**config.mk**
```make
export PLATFORM = sky130hd
export DESIGN_NAME = utf8_to_utf16_stream_top
export DESIGN_NICKNAME = d
export VERILOG_FILES = /design/src/rtl/u8u16_pkg.sv /design/src/rtl/utf8_to_utf16_stream_top.sv /design/src/rtl/u8u16_decode.sv
export SDC_FILE = /design/constraint.sdc
export NUM_CORES = 1
export LEC_CHECK = 0
export BUFFER_PORTS_ARGS = -buffer_cell sky130_fd_sc_hd__buf_4
export CAP_MARGIN = 10
export CORE_ASPECT_RATIO = 1.75
export CORE_MARGIN = 10
export CORE_UTILIZATION = 44
export CTS_BUF_LIST = sky130_fd_sc_hd__clkbuf_4 sky130_fd_sc_hd__clkbuf_8 sky130_fd_sc_hd__clkbuf_16
export DETAILED_ROUTE_END_ITERATION = 10
export GPL_ROUTABILITY_DRIVEN = 0
export PLACE_DENSITY_LB_ADDON = 0.12
export SYNTH_ARGS = -nofsm -noshare
export SYNTH_HDL_FRONTEND = slang
export SYNTH_HIERARCHICAL = 1
export SYNTH_SLANG_ARGS = --single-unit
```
**constraint.sdc**
```tcl
create_clock -name clk -period 5.5 [get_ports clk]
set_input_delay 0.55 -clock clk [delete_from_list [all_inputs] [get_ports clk]]
set_output_delay 0.55 -clock clk [all_outputs]
set_load 0.01 [all_outputs]
```
**src/rtl/u8u16_pkg.sv**
```systemverilog
package u8u16_pkg;

    localparam int unsigned MaxUnits = 4;

    typedef logic [15:0] unit_t;
    typedef logic [30:0] acc_t;
    typedef logic [2:0]  pend_t;

    // One decoded value, expanded into one unit or a surrogate pair.
    typedef struct packed {
        unit_t first;
        unit_t second;
        logic  pair;
    } expand_t;

    // All units caused by one input byte.
    typedef struct packed {
        unit_t [MaxUnits-1:0] units;
        logic  [2:0]          num;
    } unit_list_t;

    function automatic expand_t expand_value(input acc_t v);
        expand_t     e;
        logic [10:0] top;
        top      = v[20:10] - 11'h040;
        e.pair   = (v >= 31'h0001_0000) && (v <= 31'h0010_FFFF);
        e.first  = e.pair ? (16'hD800 | {6'd0, top[9:0]}) : v[15:0];
        e.second = 16'hDC00 | {6'd0, v[9:0]};
        return e;
    endfunction

endpackage

```
**src/rtl/utf8_to_utf16_stream_top.sv**
```systemverilog
// UTF-8 to UTF-16 stream transcoder.
// Input channel: in_valid/in_ready with data_byte and final_byte, one source
// byte per transaction; final_byte marks the last byte of a string.
// Output channel: out_valid/out_ready with code_unit, run_end and string_end.
// run_end flags the last unit caused by one input byte, string_end the last
// unit of the string. A byte causes zero to four units.
// A byte taken from the input channel lands in the input register, is
// decoded into the unit buffer once the buffer is free, and its first unit
// is then offered on the output channel.
// Throughput: one byte per cycle while each byte yields at most one unit and
// out_ready stays high; a byte that yields more units holds the unit buffer
// until its last unit is taken, as it drains one unit per output transaction.
// A stalled receiver holds the buffer; the input register then fills and
// in_ready drops until the buffer's last unit is taken.
// Reset clears the accumulator, the pending count and both valid flags.
module utf8_to_utf16_stream_top (
    input  logic        clk,
    input  logic        rst_n,
    input  logic        in_valid,
    output logic        in_ready,
    input  logic [7:0]  data_byte,
    input  logic        final_byte,
    output logic        out_valid,
    input  logic        out_ready,
    output logic [15:0] code_unit,
    output logic        run_end,
    output logic        string_end
);

    logic                        in_valid_reg;
    logic                        in_valid_next;
    logic [7:0]                  in_byte_reg;
    logic                        in_fin_reg;

    u8u16_pkg::acc_t             acc_reg;
    u8u16_pkg::acc_t             acc_next;
    u8u16_pkg::pend_t            cnt_reg;
    u8u16_pkg::pend_t            cnt_next;

    u8u16_pkg::unit_list_t       list;
    u8u16_pkg::unit_t [u8u16_pkg::MaxUnits-1:0] units_reg;
    logic [2:0]                  num_reg;
    logic [1:0]                  idx_reg;
    logic [1:0]                  idx_next;
    logic                        buf_valid_reg;
    logic                        buf_valid_next;
    logic                        buf_fin_reg;

    logic                        last;
    logic                        buf_free;
    logic                        advance;

    u8u16_decode u_decode (
        .data_byte  (in_byte_reg),
        .final_byte (in_fin_reg),
        .acc        (acc_reg),
        .cnt        (cnt_reg),
        .acc_next   (acc_next),
        .cnt_next   (cnt_next),
        .list       (list)
    );

    assign last     = (({1'b0, idx_reg} + 3'd1) == num_reg);
    assign buf_free = !buf_valid_reg || (out_ready && last);
    assign advance  = in_valid_reg && buf_free;
    assign in_ready = !in_valid_reg || advance;

    assign out_valid  = buf_valid_reg;
    assign code_unit  = units_reg[idx_reg];
    assign run_end    = last;
    assign string_end = last && buf_fin_reg;

    always_comb
    begin
        in_valid_next = in_valid_reg;
        if (in_ready)
        begin
            in_valid_next = in_valid;
        end
    end

    always_comb
    begin
        buf_valid_next = buf_valid_reg;
        idx_next       = idx_reg;
        if (advance)
        begin
            // zero-unit bytes only update the state
            buf_valid_next = (list.num != 3'd0);
            idx_next       = 2'd0;
        end
        else if (buf_valid_reg && out_ready)
        begin
            if (last)
            begin
                buf_valid_next = 1'b0;
            end
            else
            begin
                idx_next = idx_reg + 2'd1;
            end
        end
    end

    always_ff @(posedge clk or negedge rst_n)
    begin
        if (!rst_n)
        begin
            in_valid_reg  <= 1'b0;
            buf_valid_reg <= 1'b0;
            idx_reg       <= 2'd0;
            num_reg       <= 3'd0;
            acc_reg       <= '0;
            cnt_reg       <= 3'd0;
        end
        else
        begin
            in_valid_reg  <= in_valid_next;
            buf_valid_reg <= buf_valid_next;
            idx_reg       <= idx_next;
            if (advance)
            begin
                num_reg <= list.num;
                acc_reg <= acc_next;
                cnt_reg <= cnt_next;
            end
        end
    end

    always_ff @(posedge clk)
    begin
        if (in_valid && in_ready)
        begin
            in_byte_reg <= data_byte;
            in_fin_reg  <= final_byte;
        end
        if (advance)
        begin
            units_reg   <= list.units;
            buf_fin_reg <= in_fin_reg;
        end
    end

    a_buf_index: assert property (@(posedge clk) disable iff (!rst_n)
        buf_valid_reg |-> (num_reg != 3'd0) && ({1'b0, idx_reg} < num_reg))
        else $error("unit buffer index out of range");

    a_end_order: assert property (@(posedge clk) disable iff (!rst_n)
        out_valid && string_end |-> run_end)
        else $error("string_end without run_end");

    a_string_clear: assert property (@(posedge clk) disable iff (!rst_n)
        advance && in_fin_reg |=> (acc_reg == '0) && (cnt_reg == 3'd0))
        else $error("state not cleared after final byte");

    a_pend_range: assert property (@(posedge clk) disable iff (!rst_n)
        cnt_reg <= 3'd5)
        else $error("pending count out of range");

endmodule

```
**src/rtl/u8u16_decode.sv**
```systemverilog
module u8u16_decode (
    input  logic [7:0]             data_byte,
    input  logic                   final_byte,
    input  u8u16_pkg::acc_t        acc,
    input  u8u16_pkg::pend_t       cnt,
    output u8u16_pkg::acc_t        acc_next,
    output u8u16_pkg::pend_t       cnt_next,
    output u8u16_pkg::unit_list_t  list
);

    logic                 is_cont;
    logic                 flush;
    logic                 emit_new;
    u8u16_pkg::acc_t      acc_step;
    u8u16_pkg::pend_t     cnt_step;
    u8u16_pkg::expand_t   e_old;
    u8u16_pkg::expand_t   e_new;
    logic [2:0]           base;

    assign is_cont = (data_byte[7:6] == 2'b10);
    assign flush   = (cnt != 3'd0) && !is_cont;

    always_comb
    begin
        acc_step = acc;
        cnt_step = 3'd0;
        if ((cnt != 3'd0) && is_cont)
        begin
            acc_step = {acc[24:0], data_byte[5:0]};
            cnt_step = cnt - 3'd1;
        end
        else if (data_byte[7] == 1'b0)
        begin
            acc_step = {24'd0, data_byte[6:0]};
        end
        else if (data_byte[7:5] == 3'b110)
        begin
            acc_step = {26'd0, data_byte[4:0]};
            cnt_step = 3'd1;
        end
        else if (data_byte[7:4] == 4'b1110)
        begin
            acc_step = {27'd0, data_byte[3:0]};
            cnt_step = 3'd2;
        end
        else if (data_byte[7:3] == 5'b11110)
        begin
            acc_step = {28'd0, data_byte[2:0]};
            cnt_step = 3'd3;
        end
        else if (data_byte[7:2] == 6'b111110)
        begin
            acc_step = {29'd0, data_byte[1:0]};
            cnt_step = 3'd4;
        end
        else if (data_byte[7:1] == 7'b1111110)
        begin
            acc_step = {30'd0, data_byte[0]};
            cnt_step = 3'd5;
        end
        // invalid lead: keep the accumulator, nothing pending
    end

    // A finished sequence, a single-byte value, a repeated value, or an
    // end-of-string flush all emit the updated accumulator.
    assign emit_new = (cnt_step == 3'd0) || final_byte;

    assign e_old = u8u16_pkg::expand_value(acc);
    assign e_new = u8u16_pkg::expand_value(acc_step);

    always_comb
    begin
        list.units = '0;
        base       = 3'd0;
        if (flush)
        begin
            list.units[0] = e_old.first;
            list.units[1] = e_old.second;
            base          = e_old.pair ? 3'd2 : 3'd1;
        end
        if (emit_new)
        begin
            case (base)
                3'd0:
                begin
                    list.units[0] = e_new.first;
                    list.units[1] = e_new.second;
                end
                3'd1:
                begin
                    list.units[1] = e_new.first;
                    list.units[2] = e_new.second;
                end
                default:
                begin
                    list.units[2] = e_new.first;
                    list.units[3] = e_new.second;
                end
            endcase
        end
        list.num = base + (emit_new ? (e_new.pair ? 3'd2 : 3'd1) : 3'd0);
    end

    assign acc_next = final_byte ? '0 : acc_step;
    assign cnt_next = final_byte ? 3'd0 : cnt_step;

endmodule
```
# Yosys cells after proc, flatten, opt, wreduce, memory -nomap -nowiden
# Index checks and enable logic that the tools add are counted.
# Widths: inputs -> output; s select.
[word_totals] inputBits=13 wordCells=96 ff_bits=115 out_inout_bits=20
[op_classes] bitwise_logic=1 n_eq_ne=9 addsub=6 n_lt_le_gt_ge=5 n_mux=36 n_reduce_logical=25
[op_table] operator="$mux 31" n=8
[op_table] operator="$mux 16" n=5
[op_table] operator="$mux 32" n=2
[op_table] operator="$pmux 16 s2" n=2
[op_table] operator="$ge 31x17->1 const B" n=2
[op_table] operator="$le 31x21->1 const B" n=2
[op_table] operator="$bmux 16 s2" n=1
[op_table] operator="$mux 3" n=10
[op_table] operator="$sub 10x7->10 const B" n=2
[op_table] operator="$mux 2" n=5
[op_table] operator="$logic_and 1x1->1" n=9
[op_table] operator="$eq 7x7->1 const B" n=1
[op_table] operator="$eq 6x6->1 const B" n=1
[op_table] operator="$logic_not 3->1" n=2
[op_table] operator="$reduce_bool 3->1" n=2
[op_table] operator="$eq 5x5->1 const B" n=1
[op_table] operator="$eq 4x4->1 const B" n=1
[op_table] operator="$reduce_and 2->1" n=2
[op_table] operator="$reduce_bool 2->1" n=2
[op_table] operator="$add 2x1->3 const B" n=1
[op_table] operator="$add 3x3->3" n=1
[op_table] operator="$eq 3x1->1 const B" n=1
[op_table] operator="$eq 3x3->1" n=1
[op_table] operator="$eq 3x3->1 const B" n=1
[op_table] operator="11 further kinds" n=17

# Logic depth before layout (Yosys ltp)
# Gate-level depths: netlist of run 1.
[depth] word_depth=15 depth_mapped=19 mapped_depth_nobuf=17

# By module
# The synthesis of run 1 kept the hierarchy.
[modules_own_cells] mod="utf8_to_utf16_stream_top" n_inst=1 area_per_inst_um2=4383.0 cells_each=207 seq_area_each_um2=3248.1
[modules_own_cells] mod="u8u16_decode" n_inst=1 area_per_inst_um2=2534.9 cells_each=412 seq_area_each_um2=0.0

# Worst setup path before layout of run 1
# OpenSTA, ideal clock, no wires.
[synth_timing] path_kind="flip-flop to flip-flop" from="register cnt_reg[0]" to="register buf_valid_reg, in the netlist out_valid" t_arrival_ps=4102 period_less_slack_ps=4223 setup_ps=121 required_time_ps=5379 slack_ps=1277 stages_incl_launch_ff=20 path_buffers=2 path_cell_list="dfrtp_1 inv_1 ha_1 nand4bb_2 o21ai_4 clkbuf_1 a22oi_1 inv_1 ha_1 o2111ai_1 nor4b_1 nand4_1 a41o_1 clkbuf_1 nor2_1 nor2_1 ha_1 fa_1 or3_1 a22o_1"
[synth_lines] item="from (decl)" line="utf8_to_utf16_stream_top.sv:37" source="u8u16_pkg::pend_t cnt_reg;"
[synth_lines] item="from (signal assigned)" line="utf8_to_utf16_stream_top.sv:125" source="cnt_reg <= cnt_next;"
[synth_lines] item="to (signal assigned)" line="utf8_to_utf16_stream_top.sv:119" source="buf_valid_reg <= buf_valid_next;"
[synth_lines] item="to (decl)" line="utf8_to_utf16_stream_top.sv:45" source="logic buf_valid_reg;"

==> results of run 1 <==
==> synthesized netlist by cell type (4+ instances only) <==
cell,n,area [um^2]
mux2_2,22,248
dfrtp_1,41,1030
nand3_1,19,95.1
ha_1,10,125
mux4_2,16,360
and2_1,4,25.0
xnor2_1,4,35.0
a21oi_1,15,75.1
o211ai_1,11,82.6
nor2_1,73,274
inv_1,20,75.1
a32o_1,4,40.0
mux2_4,20,300
o21ai_1,4,20.0
clkbuf_1,26,97.6
nor3_1,14,70.1
nand4_1,22,138
o31ai_1,4,30.0
o32ai_1,4,35.0
buf_2,12,60.1
a21boi_0,4,30.0
mux2i_1,5,50.1
nand2_1,28,105
a22o_1,10,87.6
a31oi_1,15,93.8
buf_4,9,67.6
o311ai_1,4,35.0
nand2b_1,4,25.0
o21ai_0,19,95.1
edfxtp_1,74,2220
o211a_1,4,40.0
o22ai_1,9,56.3
a22oi_1,21,158
==> area by class of cell <==
class | instances | area, um^2
Inverter | 20 | 75.1
Clock buffer | 18 | 433
Tap cell | 186 | 233
Sequential cell | 115 | 3250
Fill cell | 1314 | 7590
Clock inverter | 14 | 155
Multi-Input combinational cell | 432 | 3320
Timing Repair Buffer | 43 | 335
==> worst max-delay path by stage <==
stage | to | start | slack, ns
floorplan | out_valid$_DFFE_PN0P_ | cnt_reg[0]$_DFFE_PN0P_ | 1.28
global placement | out_valid$_DFFE_PN0P_ | cnt_reg[0]$_DFFE_PN0P_ | 1.10
detailed placement | out_valid$_DFFE_PN0P_ | cnt_reg[0]$_DFFE_PN0P_ | 0.97
CTS | out_valid$_DFFE_PN0P_ | cnt_reg[0]$_DFFE_PN0P_ | 0.94
global route | out_valid$_DFFE_PN0P_ | cnt_reg[0]$_DFFE_PN0P_ | 0.64
finish | out_valid$_DFFE_PN0P_ | cnt_reg[0]$_DFFE_PN0P_ | 0.87
==> where the power goes <==
part           leakage, nW  total, mW  internal (mW)  switching (mW)
logic                 1.40       1.82          0.745            1.07
registers             1.25       1.54           1.34           0.200
clock network        0.275       1.10          0.675           0.420
==> through the flow <==
step	utilization, %	setup slack, ns	cell area, um^2	hold slack, ns
floorplan	-	1.28	6920	0.254
global placement	46.9	1.10	7210	0.495
detailed placement	46.9	0.971	7210	0.498
CTS	50.7	0.936	7800	0.129
global route	50.7	0.639	7800	0.156
finish	50.7	0.869	7800	0.0989
==> per-layer routing <==
metal  vias up  global-route usage (%)
met1      2639                    20.7
met5         -                       0
li1       2418                       -
met4         0                    10.5
met3        75                    4.29
met2       246                    33.8
==> cells by family (layout without fill, tap and decap cells) <==
group	Yosys count	count (layout)	synth area share (%)
other	1	1	0.0542
adder cells (fa/ha/maj)	11	11	2.10
AO/OA/AOI/OAI	155	155	16.6
multiplexers	63	63	13.9
XOR/XNOR	6	6	0.868
flip-flops	115	115	47.0
buffers and inverters	72	95	5.19
AND/OR/NAND/NOR	196	196	14.4
==> worst max-delay path, cell delays in order (launching register included) <==
cell	delay (ns)
dfrtp_1	0.39
inv_1	0.09
ha_1	0.23
and2b_1	0.23
nor2_4	0.10
buf_4	0.21
a22oi_1	0.41
ha_1	0.23
o2111ai_1	0.12
nor4b_1	0.29
nand4_1	0.18
a41o_1	0.45
nor2_1	0.27
nor2_1	0.09
ha_1	0.21
fa_1	0.45
or3_1	0.38
a22o_1	0.18
==> flow_metrics.env, run 1 <==
export IMPL_dr_wl_met3_mm=1.22
export IMPL_syn_inst=619
export IMPL_cts_setup_buffers=0
export IMPL_grt_overflow_total=0
export IMPL_avgViaCountPerCell=6.50
export IMPL_synth_edf_count=74
export IMPL_drive_gt1_share_pct=23.5
export IMPL_synthToLayoutAreaGrowth_pct=12.8
export IMPL_async_flop_share_pct=35.7
export IMPL_crit_type="reg2reg"
export IMPL_synth_seq_cells=115
export IMPL_io_pin_count=33
export IMPL_diodes=0
export IMPL_wl_met1_mm=7.25
export IMPL_timing_slew_headroom_pct=27.0
export IMPL_first_iter_violations=582
export IMPL_met2_length_mm=10.5
export IMPL_cts_resized=0
export IMPL_max_freq_mhz=216
export IMPL_r2r_start="cnt_reg[0]$_DFFE_PN0P_"
export IMPL_timing_rr_end="out_valid$_DFFE_PN0P_"
export IMPL_powerDensity_mw_per_mm2=570
export IMPL_largest_reg_flops=64
export IMPL_ys_warnings_count=6
export IMPL_routedWlPerCell_um=24.1
export IMPL_hpwlAfterDp_mm=14.1
export IMPL_totalPowerFinal_mw=4.45
export IMPL_antenna_found_initial=0
export IMPL_std_cell_rows=60
export IMPL_worst_slew_pin_transition_ns=1.08
export IMPL_drv_slew=0
export IMPL_dp_cells=796
export IMPL_maxCapViolCount=0
export IMPL_die_h_um=186
export IMPL_die_area_mm2=0.0213
export IMPL_layout_cells_most_common_list="edfxtp_1, nor2_1, buf_4"
export IMPL_routed_wl_mm=19.9
export IMPL_htree_levels=4
export IMPL_vias=5378
export IMPL_path_max_fanout=18
export IMPL_leakage_nw=2.93
export IMPL_grt_first_pass_wirelength_mm=31.7
export IMPL_clk_pin_slew_ns=0.06
export IMPL_final_cells=828
export IMPL_yosysSeqAreaShare_pct=47.0
export IMPL_top_layer="met4"
export IMPL_grt_pass1_vias=5598
export IMPL_clock_tree_buffer_depth=2
export IMPL_core_mm2=0.0154
export IMPL_synth_fp_nets=643
export IMPL_ctsHoldBuffers=0
export IMPL_critPathArrivalTime_ns=4.94
export IMPL_fin_crit_sh_pct=84.2
export IMPL_insertion_delay_ns=0.43
export IMPL_track_usage_pct=19.2
export IMPL_hold_viol=0
export IMPL_drc=0
export IMPL_nNetsFinal=653
export IMPL_cts_root_buffer="clkbuf_16"
export IMPL_final_common_cell="edfxtp_1"
export IMPL_status="finished, final reports clean"
export IMPL_cts_sinks=115
export IMPL_rsz0062_at_grt="false"
export IMPL_initial_core_util_pct=45.0
export IMPL_vdd_drop_max_mv=0.289
export IMPL_drt_pass1_iterations=5
export IMPL_holdCritPathClass="in2async"
export IMPL_setup_viol=0
export IMPL_ant_nets=0
export IMPL_skew_ns=0.0113
export IMPL_syn_area_per_cell_um2=11.2
export IMPL_io_buffer_count=32
export IMPL_crit_path_end_kind="flip-flop"
export IMPL_syn_area_mm2=0.00692
export IMPL_die_w_um=115
export IMPL_worstPathRequired_ns=5.81
export IMPL_tns_ns=0
export IMPL_yosys_most_used_dff="edfxtp_1"
export IMPL_cts_buffers=17
export IMPL_grt_max_degree=53
export IMPL_critPathLaunchType="flip-flop"
export IMPL_tritoncts="yes"
export IMPL_period_minus_slack_ns=4.63
export IMPL_yosysUniqueCellTypes=79
export IMPL_worstRegToRegCells=17
export IMPL_timing_reg2reg_setup_slack_ns=0.87
No activity file was read; power rests on OpenSTA's default activity.
==> run 2, diff against run 1 <==
- clock period: 5.5 -> 4 ns (I/O delays scaled with it)
==> run 2 against run 1 <==
Sequential share of layout area fell by 2.6 points. Largest cell class unchanged. Highest routed layer unchanged. Hold slack improved by 0.051 ns. Routed wire length rose by 5.6%. Count of clock-buffer cells in the layout did not move. Via count rose by 7.1%. Cell area rose by 6.7%. Combinational power rose by 51%. Worst setup slack got worse by 0.78 ns. Flip-flop and latch count did not move. Total power rose by 47%. First-iteration DRC count rose by 1.5%. Critical path type unchanged.
==> flow_metrics.env, run 2 (synthesis gave the netlist of run 1 again) <==
export IMPL_grt_pass1_vias=5867
export IMPL_maxCapViolCount=0
export IMPL_skew_ns=0.0105
export IMPL_crit_chain="inv_1, ha_2, and2b_2, nor2_4, a22oi_1, inv_1, ha_1, o2111ai_1, nor4b_2, nand4_1, a41o_1, nor2_2, nor2_1, ha_1, fa_1, or3_1, a22o_1"
export IMPL_htree_levels=4
export IMPL_path_depth=17
export IMPL_insertion_delay_ns=0.42
export IMPL_fin_crit_sh_pct=97.7
export IMPL_core_mm2=0.0154
export IMPL_totalPowerFinal_mw=6.54
export IMPL_hpwlAfterDp_mm=15.2
export IMPL_io_pin_count=33
export IMPL_crit_type="reg2reg"
export IMPL_io_buffer_count=32
export IMPL_max_stage_delay_ns=0.45
export IMPL_status="finished, final reports clean"
export IMPL_first_iter_violations=591
export IMPL_vias=5759
export IMPL_routed_wl_mm=21.0
export IMPL_holdCritPathClass="in2reg"
export IMPL_grt_max_degree=42
export IMPL_critPathArrivalTime_ns=4.22
export IMPL_worst_slew_pin_transition_ns=0.868
export IMPL_ff_latch_area_mm2=0.00325
export IMPL_final_util_pct=54.1
export IMPL_std_cell_rows=60
export IMPL_avgViaCountPerCell=6.54
export IMPL_clock_tree_buffer_depth=2
export IMPL_slowest_stage="fa_1"
export IMPL_clk_pin_slew_ns=0.06
export IMPL_hold_viol=0
export IMPL_drc=0
export IMPL_timing_slew_headroom_pct=41.7
export IMPL_nNetsFinal=705
export IMPL_tns_ns=0
export IMPL_critPathLaunchType="flip-flop"
export IMPL_multi_input_area_mm2=0.00336
export IMPL_ant_nets=0
export IMPL_final_cells=880
export IMPL_cpLargestDelayFamily="simple AND/OR/NAND/NOR gates"
export IMPL_worstRegToRegCells=17
export IMPL_cts_buffers=17
export IMPL_period_minus_slack_ns=3.91
export IMPL_crit_start="cnt_reg[0]$_DFFE_PN0P_"
export IMPL_antenna_found_initial=0
export IMPL_whs_ns=0.149
export IMPL_dp_cells=846
export IMPL_drive_gt1_share_pct=30.0
export IMPL_vdd_drop_max_mv=0.350
export IMPL_die_area_mm2=0.0213
export IMPL_cts_sinks=115
export IMPL_tritoncts="yes"
export IMPL_initial_core_util_pct=45.0
export IMPL_grt_first_pass_wirelength_mm=33.4
export IMPL_fillers=1324
export IMPL_worstPathRequired_ns=4.31
export IMPL_die_w_um=115
export IMPL_drt_pass1_iterations=5
export IMPL_largest_reg_flops=64
export IMPL_drv_slew=0
export IMPL_crit_buf_inv=2
export IMPL_hold_depth=1
export IMPL_r2r_start="cnt_reg[0]$_DFFE_PN0P_"
export IMPL_leakage_nw=3.25
export IMPL_path_max_fanout=5
export IMPL_setup_viol=0
export IMPL_die_h_um=186
export IMPL_cts_root_buffer="clkbuf_16"
export IMPL_final_common_cell="buf_4"
export IMPL_track_usage_pct=20.4
export IMPL_diodes=0
export IMPL_max_freq_mhz=256
export IMPL_hp_start="final_byte"
export IMPL_timing_reg2reg_setup_slack_ns=0.09
export IMPL_powerDensity_mw_per_mm2=786
export IMPL_crit_path_end_kind="flip-flop"
export IMPL_grt_overflow_total=0
export IMPL_synthToLayoutAreaGrowth_pct=20.3
export IMPL_layout_cells_most_common_list="buf_4, edfxtp_1, nor2_1"
export IMPL_routedWlPerCell_um=23.9
==> run 2: changes by cell type in the layout (fill, tap and decap cells not counted), sizes merged <==
cell	delta
clkinvlp	-4
bufinv	+4
buf	+51
dlygate4sd3	+1
==> run 2: final cells by class <==
type	instances	share of cell area (%)
multi-input cells	432	40.3
flip-flops and latches	115	39.0
repair buffers	95	8.75
clock buffers	18	5.20
clock inverters	14	3.01
well taps	186	2.80
inverters	20	0.902
==> run 2: report_power, final <==
part	switching [mW]	internal (mW)
registers	0.195	1.84
clock network	0.584	1.18
logic	1.58	1.16
==> run 2: metrics by stage <==
step / area (um^2) / worst slack (ns)
final: 8330 / 0.0900
after global routing: 8330 / -0.0350
after CTS: 8300 / 0.0627
after detailed placement: 7610 / 0.0916
after global placement: 7610 / 0.232
after floorplan: 6950 / 0.0129
==> run 2: path summary, 6_finish.rpt <==
| path | endpoint |
|---|---|
| setup / recovery | out_valid$_DFFE_PN0P_ |
| hold / removal | in_fin_reg$_DFFE_PP_ |
| setup reg to reg | out_valid$_DFFE_PN0P_ |
| hold reg to reg | cnt_reg[1]$_DFFE_PN0P_ |
| max in group asynchronous | idx_reg[1]$_DFFE_PN0P_ |
| min in group asynchronous | acc_reg[29]$_DFFE_PN0P_ |
==> run 2: layer usage <==
layer	global-route usage [%]	vias up	share of wire, %
met5	0	-	0
met2	34.1	322	50
met4	13.1	0	7.1
met1	22.8	2815	36
met3	4.71	100	7.0
li1	-	2522	-
==> run 2: timing repair <==
item,CTS,global route
endpoints found under the hold margin,23,0
buffers inserted,0,1
gates resized for setup,0,3
endpoints found under the setup margin,0,1
hold buffers,1,0
